File: src/sxfp_pkg.sv
`timescale 1ns / 1ps
package sxfp_pkg;

  localparam int WIN_DEPTH = 12;
  localparam int FILL_W    = 4;
  localparam int IDX_W     = 4;

  localparam logic [7:0] SYNC_HI    = 8'hAA;
  localparam logic [7:0] SYNC_LO    = 8'h55;
  localparam logic [7:0] TYPE_WHEEL = 8'h01;
  localparam logic [7:0] TYPE_GAIN  = 8'h03;

  localparam int WHEEL_LEN = 12;
  localparam int GAIN_LEN  = 10;
  localparam int MIN_CHECK = 10;

  localparam logic [FILL_W-1:0] FILL_FULL  = FILL_W'(WIN_DEPTH);
  localparam logic [FILL_W-1:0] FILL_MIN   = FILL_W'(MIN_CHECK);
  localparam logic [FILL_W-1:0] FILL_WHEEL = FILL_W'(WHEEL_LEN);
  localparam logic [FILL_W-1:0] FILL_GAIN  = FILL_W'(GAIN_LEN);

  // index of the last data byte, covered by the final XOR step
  localparam logic [IDX_W-1:0] WHEEL_LAST = IDX_W'(WHEEL_LEN - 2);
  localparam logic [IDX_W-1:0] GAIN_LAST  = IDX_W'(GAIN_LEN - 2);

  localparam logic KIND_WHEEL = 1'b0;
  localparam logic KIND_GAIN  = 1'b1;

  typedef logic [WIN_DEPTH-1:0][7:0] win_t;

  typedef enum logic [1:0] {
    ST_IDLE,
    ST_CHECK,
    ST_SUM,
    ST_EMIT
  } state_t;

  typedef struct packed {
    logic       append;
    logic       drop_one;
    logic       drop_frame;
    logic       frame_gain;
    logic [7:0] data;
  } win_cmd_t;

  typedef struct packed {
    logic load;
    logic kind;
  } emit_t;

endpackage

File: src/sxfp_window.sv
`timescale 1ns / 1ps
module sxfp_window (
  input  logic                       clk,
  input  logic                       rst_n,
  input  sxfp_pkg::win_cmd_t         cmd,
  output sxfp_pkg::win_t             win,
  output logic [sxfp_pkg::FILL_W-1:0] fill
);
  import sxfp_pkg::*;

  win_t              bytes_r, bytes_nxt;
  logic [FILL_W-1:0] fill_r, fill_nxt;

  always_ff @(posedge clk) begin
    if (!rst_n) begin
      fill_r <= '0;
    end else begin
      fill_r <= fill_nxt;
    end
  end

  always_ff @(posedge clk) begin
    bytes_r <= bytes_nxt;
  end

  always_comb begin
    bytes_nxt = bytes_r;
    fill_nxt  = fill_r;
    if (cmd.append) begin
      if (fill_r >= FILL_FULL) begin
        // discard the oldest byte to make room
        for (int i = 0; i < WIN_DEPTH - 1; i++) begin
          bytes_nxt[i] = bytes_r[i+1];
        end
        bytes_nxt[WIN_DEPTH-1] = cmd.data;
      end else begin
        for (int i = 0; i < WIN_DEPTH; i++) begin
          if (fill_r == FILL_W'(i)) begin
            bytes_nxt[i] = cmd.data;
          end
        end
        fill_nxt = fill_r + 1'b1;
      end
    end else if (cmd.drop_one) begin
      for (int i = 0; i < WIN_DEPTH - 1; i++) begin
        bytes_nxt[i] = bytes_r[i+1];
      end
      fill_nxt = (fill_r == '0) ? '0 : fill_r - 1'b1;
    end else if (cmd.drop_frame) begin
      if (!cmd.frame_gain || fill_r <= FILL_GAIN) begin
        fill_nxt = '0;
      end else begin
        for (int i = 0; i < WIN_DEPTH - GAIN_LEN; i++) begin
          bytes_nxt[i] = bytes_r[i+GAIN_LEN];
        end
        fill_nxt = fill_r - FILL_GAIN;
      end
    end
  end

  assign win  = bytes_r;
  assign fill = fill_r;

endmodule

File: src/sxfp_ctrl.sv
`timescale 1ns / 1ps
module sxfp_ctrl (
  input  logic                        clk,
  input  logic                        rst_n,
  input  logic                        in_valid,
  input  logic [7:0]                  in_rx_byte,
  input  sxfp_pkg::win_t              win,
  input  logic [sxfp_pkg::FILL_W-1:0] fill,
  input  logic                        out_free,
  output logic                        in_stall,
  output sxfp_pkg::win_cmd_t          cmd,
  output sxfp_pkg::emit_t             emit
);
  import sxfp_pkg::*;

  state_t           state_r, state_nxt;
  logic [7:0]       acc_r, acc_nxt;
  logic [IDX_W-1:0] idx_r, idx_nxt;
  logic             gain_r, gain_nxt;

  logic [7:0] sum_x;
  logic [7:0] chk_byte;
  logic       sum_last;

  // shared XOR unit: one window byte per cycle
  assign sum_x    = acc_r ^ win[idx_r];
  assign chk_byte = gain_r ? win[GAIN_LEN-1] : win[WHEEL_LEN-1];
  assign sum_last = (idx_r == (gain_r ? GAIN_LAST : WHEEL_LAST));

  always_ff @(posedge clk) begin
    if (!rst_n) begin
      state_r <= ST_IDLE;
    end else begin
      state_r <= state_nxt;
    end
  end

  always_ff @(posedge clk) begin
    acc_r  <= acc_nxt;
    idx_r  <= idx_nxt;
    gain_r <= gain_nxt;
  end

  always_comb begin
    state_nxt = state_r;
    acc_nxt   = acc_r;
    idx_nxt   = idx_r;
    gain_nxt  = gain_r;
    cmd       = '0;
    cmd.data  = in_rx_byte;
    cmd.frame_gain = gain_r;
    emit      = '0;
    emit.kind = gain_r;
    in_stall  = (state_r != ST_IDLE);
    unique case (state_r)
      ST_IDLE: begin
        if (in_valid) begin
          cmd.append = 1'b1;
          state_nxt  = ST_CHECK;
        end
      end
      ST_CHECK: begin
        acc_nxt = '0;
        idx_nxt = '0;
        if (fill < FILL_MIN) begin
          state_nxt = ST_IDLE;
        end else if (win[0] == SYNC_HI && win[1] == SYNC_LO && win[2] == TYPE_WHEEL) begin
          gain_nxt = KIND_WHEEL;
          // hold a short wheel frame until more bytes arrive
          state_nxt = (fill < FILL_WHEEL) ? ST_IDLE : ST_SUM;
        end else if (win[0] == SYNC_HI && win[1] == SYNC_LO && win[2] == TYPE_GAIN) begin
          gain_nxt  = KIND_GAIN;
          state_nxt = ST_SUM;
        end else begin
          cmd.drop_one = 1'b1;
        end
      end
      ST_SUM: begin
        if (sum_last) begin
          if (sum_x == chk_byte) begin
            state_nxt = ST_EMIT;
          end else begin
            cmd.drop_one = 1'b1;
            state_nxt    = ST_CHECK;
          end
        end else begin
          acc_nxt = sum_x;
          idx_nxt = idx_r + 1'b1;
        end
      end
      ST_EMIT: begin
        if (out_free) begin
          emit.load      = 1'b1;
          cmd.drop_frame = 1'b1;
          state_nxt      = ST_IDLE;
        end
      end
      default: state_nxt = ST_IDLE;
    endcase
  end

endmodule

File: src/sync_xor_frame_parser.sv
`timescale 1ns / 1ps
// channel | ports                                          | dir
// in      | in_valid, in_stall, in_rx_byte                 | byte in
// out     | out_valid, out_stall, out_frame_kind,          | frame out
//         | out_word_a, out_word_b, out_word_c, out_word_d |
// Each byte is appended, then the head is checked; with under 10 bytes in the window
// nothing more follows. A checksum walk steps one byte at a time through the single
// XOR unit, and a match ends in an emit; up to three checks per byte.
// rst_n (synchronous) empties the window; window bytes are not reset.
// A result waits in the output register; a new frame stalls while it is full and out_stall holds it.
module sync_xor_frame_parser (
  input  logic               clk,
  input  logic               rst_n,
  input  logic               in_valid,
  output logic               in_stall,
  input  logic [7:0]         in_rx_byte,
  output logic               out_valid,
  input  logic               out_stall,
  output logic               out_frame_kind,
  output logic signed [15:0] out_word_a,
  output logic signed [15:0] out_word_b,
  output logic signed [15:0] out_word_c,
  output logic signed [15:0] out_word_d
);
  import sxfp_pkg::*;

  win_t              win;
  logic [FILL_W-1:0] fill;
  win_cmd_t          cmd;
  emit_t             emit;
  logic              out_free;

  logic               out_valid_r, out_valid_nxt;
  logic               kind_r;
  logic signed [15:0] word_a_r, word_b_r, word_c_r, word_d_r;

  sxfp_window u_window (
    .clk   (clk),
    .rst_n (rst_n),
    .cmd   (cmd),
    .win   (win),
    .fill  (fill)
  );

  sxfp_ctrl u_ctrl (
    .clk        (clk),
    .rst_n      (rst_n),
    .in_valid   (in_valid),
    .in_rx_byte (in_rx_byte),
    .win        (win),
    .fill       (fill),
    .out_free   (out_free),
    .in_stall   (in_stall),
    .cmd        (cmd),
    .emit       (emit)
  );

  assign out_free = !out_valid_r || !out_stall;

  always_comb begin
    out_valid_nxt = out_valid_r;
    if (emit.load) begin
      out_valid_nxt = 1'b1;
    end else if (out_valid_r && !out_stall) begin
      out_valid_nxt = 1'b0;
    end
  end

  always_ff @(posedge clk) begin
    if (!rst_n) begin
      out_valid_r <= 1'b0;
    end else begin
      out_valid_r <= out_valid_nxt;
    end
  end

  always_ff @(posedge clk) begin
    if (emit.load) begin
      kind_r   <= emit.kind;
      word_a_r <= {win[3], win[4]};
      word_b_r <= {win[5], win[6]};
      word_c_r <= {win[7], win[8]};
      word_d_r <= (emit.kind == KIND_GAIN) ? 16'sd0 : {win[9], win[10]};
    end
  end

  assign out_valid      = out_valid_r;
  assign out_frame_kind = kind_r;
  assign out_word_a     = word_a_r;
  assign out_word_b     = word_b_r;
  assign out_word_c     = word_c_r;
  assign out_word_d     = word_d_r;

endmodule

File: config.mk
export PLATFORM = sky130hd
export DESIGN_NAME = sync_xor_frame_parser
export DESIGN_NICKNAME = d
export VERILOG_FILES = /design/src/sxfp_pkg.sv /design/src/sxfp_window.sv /design/src/sxfp_ctrl.sv /design/src/sync_xor_frame_parser.sv
export SDC_FILE = /design/constraint.sdc
export NUM_CORES = 1
export LEC_CHECK = 0
export ABC_AREA = 0
export BUFFER_PORTS_ARGS = -buffer_cell sky130_fd_sc_hd__buf_2
export CAP_MARGIN = 10
export CORE_UTILIZATION = 54
export CTS_BUF_LIST = sky130_fd_sc_hd__clkbuf_4
export DETAILED_ROUTE_END_ITERATION = 10
export GPL_ROUTABILITY_DRIVEN = 0
export PLACE_DENSITY = 0.74
export SLEW_MARGIN = 20
export SYNTH_ARGS = -nofsm -noshare
export SYNTH_HDL_FRONTEND = slang
export SYNTH_SLANG_ARGS = --single-unit
File: constraint.sdc
create_clock -name clk -period 4.5 [get_ports clk]
set_input_delay 0.225 -clock clk [delete_from_list [all_inputs] [get_ports clk]]
set_output_delay 0.225 -clock clk [all_outputs]
set_load 0.02 [all_outputs]
==> results.toml, run 1 <==
[outcome]
status = "finished, final reports clean"

[placement]
dp_slack_ps = 575
portBuffers = 78
dpl.hpwl_mm = 14.8
dpl_cell_area_um2 = 9180

[timing]
post-route-min-period_ps = 3920
fmax_ghz = 0.255
setup-violations-final = 0
slew_violations = 0
rsz0062_at_grt = "no"
fin_ws_ps = 582
hold_viol_final = 0
tightest_slew_ps = 1030
fin_tns_setup_ps = 0
fin_skew_ps = 27.6
relSlewSlack_pct = 30.8
final.period_utilization_pct = 87.1

[detailed_routing]
wl_met1_mm = 8.39
vias = 5879
first_iter_violations = 731
topRoutingLayerUsed = "met4"
routed_wl_mm = 21.1
dr.pass1.iters = 7
routedWlPerCell_um = 22.6
viasPerCell = 6.31
drc = 0
wl_met2_mm = 10.1
ant_nets = 0
route.met3.wl_mm = 1.64

[die]
coreArea_um2 = 15400
dieWidth_um = 128
ioPinCount = 79
initial_core_util_pct = 56.1
fp.dieH_um = 128
rows = 45
dieArea_um2 = 16500

[synthesis]
yosys.area_share.simple_pct = 7.66
yosysUniqueCellTypes = 53
muxShareOfSynthArea_pct = 6.85
synthAdderAreaFrac_pct = 2.03
async_flop_share_pct = 0
syn_inst = 628
synth_fp_nets = 654
synth_top_family_by_area = "compound AO/OA/AOI/OAI gates"
syn_area_um2 = 8620
synth_xor_area_share_pct = 2.74
synth_top_area_share_pct = 60.6
synth_common_cells = "edfxtp_1 (174), a21o_1 (73), mux2i_1 (41)"
yosysMostFrequentCell = "edfxtp_1"
yosys.area.top_type = "edfxtp_1"
synth_area_leaders = "edfxtp_1 (61%), a21o_1 (6.4%), mux2i_1 (4.8%)"
synth_top_flop_cell = "edfxtp_1"
synth_compound_area_share_pct = 15.6
synth_edf_count = 174
ys_seq_area_share_pct = 62.2
syn_area_per_cell_um2 = 13.7
synth_warnings = 0
ys_ff_latch = 181

[worst_setup_path]
cp_cell_sequence = "buf_4, mux2i_1, a221oi_1, a21oi_2, xnor2_1, nor4_2, a211o_1, and2_1, buf_4, a32oi_1, buf_4"
cp_slowest_cell = "edfxtp_1"
r2r_slack_ps = 580
cp_slowest_stage_delay_ps = 750
crit_type = "register to register"
cp_data_required_time_ps = 4850
crit_fanout = 21
cp_data_arrival_time_ps = 4260
start_kind = "register"
endpoint_kind = "register"
cpMostUsedCell = "buf_4"
critPathBufInv = 3
critPathTopFamily = "buffers and inverters"

[pwr]
pwr_density_cell_nw_per_um2 = 335
p_leak_nw = 3.96
vdd_drop_max_mv = 0.164
power_w = 0.00320

[cts]
cts_resized = 0
cts_tree = "yes"
root_buffer = "clkbuf_4"
cts-buffers-inserted = 17
clk_pin_slew_ps = 170
clkLatencyLatePin_ps = 590
cts_sinks = 181
h-tree-depth = 4
cts_buffer_depth = 2

[final_layout]
utilization_pct = 62.2
drive_above_1_share_pct = 20.3
final_nets = 733
syn2layout_area_growth_pct = 10.9
fin_area_um2 = 9560

[global_route]
grt_max_degree = 45
grt_pass1_vias = 5727
grt-ovfl-total = 0
gr-usage-all-layers_pct = 26.9
grt_pass1_wl_mm = 32.3
antenna_found_initial = 1

[hold_path]
min_path_type = "input pin to register"

[run]
cap_violations = 0
==> repair_timing <==
action	4_1_cts	5_1_grt
endpoints found under the setup margin	0	0
hold buffers	11	0
buffers inserted	0	0
hold endpoints to repair	13	0
==> worst reg2reg max path: stages (launching register included) <==
cell and delay (ps):
edfxtp_1 750, buf_4 440, mux2i_1 140, a221oi_1 350, a21oi_2 120, xnor2_1 160
nor4_2 610, a211o_1 330, and2_1 190, buf_4 280, a32oi_1 100, buf_4 220
==> layout by cell type, fill, tap and decap left out, types with 3 or more instances in the layout <==
| cell type | count |
|---|---|
| xor2_1 | 9 |
| o21ai_0 | 8 |
| ha_1 | 14 |
| nand3_1 | 5 |
| dlygate4sd3_1 | 11 |
| dfxtp_1 | 7 |
| buf_4 | 14 |
| inv_1 | 11 |
| buf_2 | 78 |
| a21oi_1 | 15 |
| edfxtp_1 | 174 |
| inv_8 | 4 |
| o211a_1 | 16 |
| a21oi_2 | 8 |
| o211ai_1 | 4 |
| nor2_1 | 34 |
| a21o_1 | 73 |
| nor3b_1 | 3 |
| a211o_1 | 17 |
| mux2i_1 | 41 |
| inv_6 | 4 |
| xnor2_1 | 18 |
| mux4_2 | 8 |
| a221oi_1 | 9 |
| and3_1 | 11 |
| nand4_1 | 3 |
| nand2b_1 | 8 |
| o21ai_1 | 7 |
| clkbuf_4 | 17 |
| and2_1 | 4 |
| o22ai_1 | 8 |
| clkinvlp_4 | 3 |
| nand2_1 | 21 |
| nor3_1 | 4 |
| nor2b_1 | 19 |
==> worst paths after layout <==
path	end	start	cells past startpoint
worst min-delay path	u_ctrl.state_r[1]	in_valid	4
worst max-delay path	u_window.win[4]	u_ctrl.idx_r[0]	11
worst max register to register	u_window.win[4]	u_ctrl.idx_r[0]	11
worst min register to register	out_word_b[1]	u_window.win[49]	0
==> metal layers <==
layer / global-route usage [%] / vias up
li1: - / 2573
met1: 35.3 / 2867
met2: 43.6 / 372
met3: 4.07 / 67
met4: 14.0 / 0
met5: 0 / -
==> area by class of cell <==
cell class | instances | area, um^2
multi-input combinational | 392 | 3010
inverter | 12 | 45.0
clock inverter | 15 | 140
sequential | 181 | 5370
timing repair buffer | 103 | 606
tap | 211 | 264
fill | 1173 | 5810
antenna | 1 | 2.50
clock buffer | 17 | 128
==> power breakdown <==
group,internal [W],leakage (nW),switching [W],total (W)
combinational,0.000163,2.17,0.000224,0.000387
sequential,0.00190,1.65,0.0000578,0.00196
clock,0.000244,0.138,0.000615,0.000859
==> metrics by stage <==
stage	cells	hold slack, ps
final	932	151
after global routing	932	208
after CTS	931	126
after detailed placement	888	419
after global placement	888	416
after floorplan	628	324
==> cell families after synthesis <==
| family | after synthesis |
|---|---|
| and+or+nand+nor | 124 |
| AOI/OAI and AO/OA | 178 |
| xor gates and xnor gates | 27 |
| muxes | 49 |
| buffers and inverters | 55 |
| DFF | 181 |
| adders and majority gates | 14 |
==> registers in the layout (all words and copies together), names as in the netlist <==
signal and count:
u_ctrl.state_r 2, u_ctrl.idx_r 4, out_word_b 16, u_window.fill 4
out_frame_kind 1, out_word_a 16, u_ctrl.gain_r 1, u_ctrl.acc_r 8
out_word_d 16, out_valid 1, u_window.win 96, out_word_c 16
Power figures use the tool's default switching activity.
==> inputs of run 2 (changes only) <==
Settings changed: REMOVE_ABC_BUFFERS from default to 1.
==> run 2 against run 1 <==
Worst setup slack got worse by 180 ps. Register-to-register slack worse by 180 ps. Final cell count up 0.11%. Clock power increased by 2.9%. Critical path depth is 2 lower. Highest routed layer unchanged.
==> results.toml, run 2 (synthesis results as in run 1) <==
[outcome]
status = "finished, final reports clean"

[worst_setup_path]
cp_slowest_cell = "edfxtp_1"
cp_cell_sequence = "nor2b_1, a221oi_1, a21oi_2, xnor2_1, nor4_2, a21oi_2, o21ai_2, o21ai_1, buf_4"
start_kind = "register"
cp_data_arrival_time_ps = 4440
cpMostUsedCell = "a21oi_2"
rr_worst_depth = 9
cp_data_required_time_ps = 4840
crit_type = "register to register"
crit_fanout = 15
endpoint_kind = "register"
cp_slowest_stage_delay_ps = 870

[global_route]
grt_pass1_wl_mm = 31.9
grt_pass1_vias = 5654
antenna_found_initial = 1
grt-ovfl-total = 0
grt_max_degree = 41
gr-usage-all-layers_pct = 26.5

[detailed_routing]
wl_met1_mm = 8.60
routedWlPerCell_um = 22.4
route.met3.wl_mm = 1.90
viasPerCell = 6.30
routed_wl_mm = 20.9
wl_met2_mm = 9.70
first_iter_violations = 664
dr.pass1.iters = 5
vias = 5881
ant_nets = 0
topRoutingLayerUsed = "met4"
drc = 0

[timing]
relSlewSlack_pct = 26.5
tightest_slew_ps = 1100
post-route-min-period_ps = 4100
fin_tns_setup_ps = 0
final.period_utilization_pct = 91.1
fin_skew_ps = 18.8
hold_viol_final = 0
slew_violations = 0
setup-violations-final = 0
holdWs_ps = 198
fmax_ghz = 0.244
rsz0062_at_grt = "no"

[final_layout]
largest_reg_flops = 96
drive_above_1_share_pct = 20.8
utilization_pct = 62.5
final_nets = 735
final_common_cell = "edfxtp_1"
syn2layout_area_growth_pct = 11.4
final_cell_mix = "edfxtp_1 (174), buf_2 (78), a21o_1 (73)"

[cts]
h-tree-depth = 4
cts_resized = 0
cts_tree = "yes"
cts_setup_buffers = 0
cts_buffer_depth = 2
root_buffer = "clkbuf_4"
clkLatencyLatePin_ps = 580
cts_sinks = 181
clk_pin_slew_ps = 140
cts-buffers-inserted = 17

[placement]
portBuffers = 78
dpl.hpwl_mm = 14.2

[run]
cap_violations = 0

[die]
dieWidth_um = 128
initial_core_util_pct = 56.1
dieArea_um2 = 16500
fp.dieH_um = 128
coreArea_um2 = 15400
rows = 45
ioPinCount = 79

[pwr]
internal-power_w = 0.00240
pwr_density_cell_nw_per_um2 = 336
seqPwrFrac_pct = 60.4
p_sw_w = 0.000826
p_leak_nw = 3.99
power_frac_comb_pct = 12.2
power_frac_clock_pct = 27.4
vdd_drop_max_mv = 0.182
switching_share_pct = 25.6

[hold_path]
min_path_type = "input pin to register"
holdPathStages = 4
[run 2: final cells by class]
class	count	area (um^2)
clock inverters	12	130
multi-input cells	392	3020
clock buffers	19	143
well taps	211	264
fillers	1185	5770
flip-flops and latches	181	5370
repair buffers	105	631
diodes	1	2.50
inverters	12	45.0
[run 2: worst paths after layout]
path,to,slack [ps],startpoint
worst min register to register,out_word_a[1],520,u_window.win[33]
worst min-delay path,u_ctrl.state_r[0],200,in_valid
worst max-delay path,u_window.win[69],400,u_ctrl.idx_r[1]
worst max register to register,u_window.win[69],400,u_ctrl.idx_r[1]
[run 2: stage by stage]
stage / instance area (um^2) / power (W) / setup slack (ps) / instances
detailed placement: 9220 / 0.00237 / 483 / 891
floorplan: 8420 / 0.00225 / -18.6 / 585
finish: 9600 / 0.00323 / 403 / 933
global placement: 9220 / 0.00235 / 599 / 891
CTS: 9600 / 0.00324 / 464 / 932
global route: 9600 / 0.00334 / 227 / 933
[run 2: critical path: cells and delay by family (launching register included)]
kind | cells | cell delay (ps)
and+or+nand+nor | 2 | 1290
AOI/OAI and AO/OA | 5 | 1290
DFF | 1 | 870
buffers and inverters | 1 | 280
xor gates and xnor gates | 1 | 120
[run 2: routing by layer]
layer / track usage (%) / vias up
li1: - / 2572
met1: 36.2 / 2909
met2: 40.7 / 350
met3: 5.90 / 50
met4: 12.1 / 0
met5: 0 / -
[run 2: power groups by stage]
stage / Sequential, W / Clock [W] / Combinational [W]
after floorplan: 0.00198 / 0 / 0.000269
after global placement: 0.00199 / 0 / 0.000365
after detailed placement: 0.00199 / 0 / 0.000379
after CTS: 0.00195 / 0.000900 / 0.000388
after global routing: 0.00196 / 0.000955 / 0.000423
final: 0.00195 / 0.000884 / 0.000394
[run 2: repair_timing]
action,in CTS,in global routing
hold endpoints to repair,12,0
hold buffers,10,0
endpoints found under the setup margin,0,0
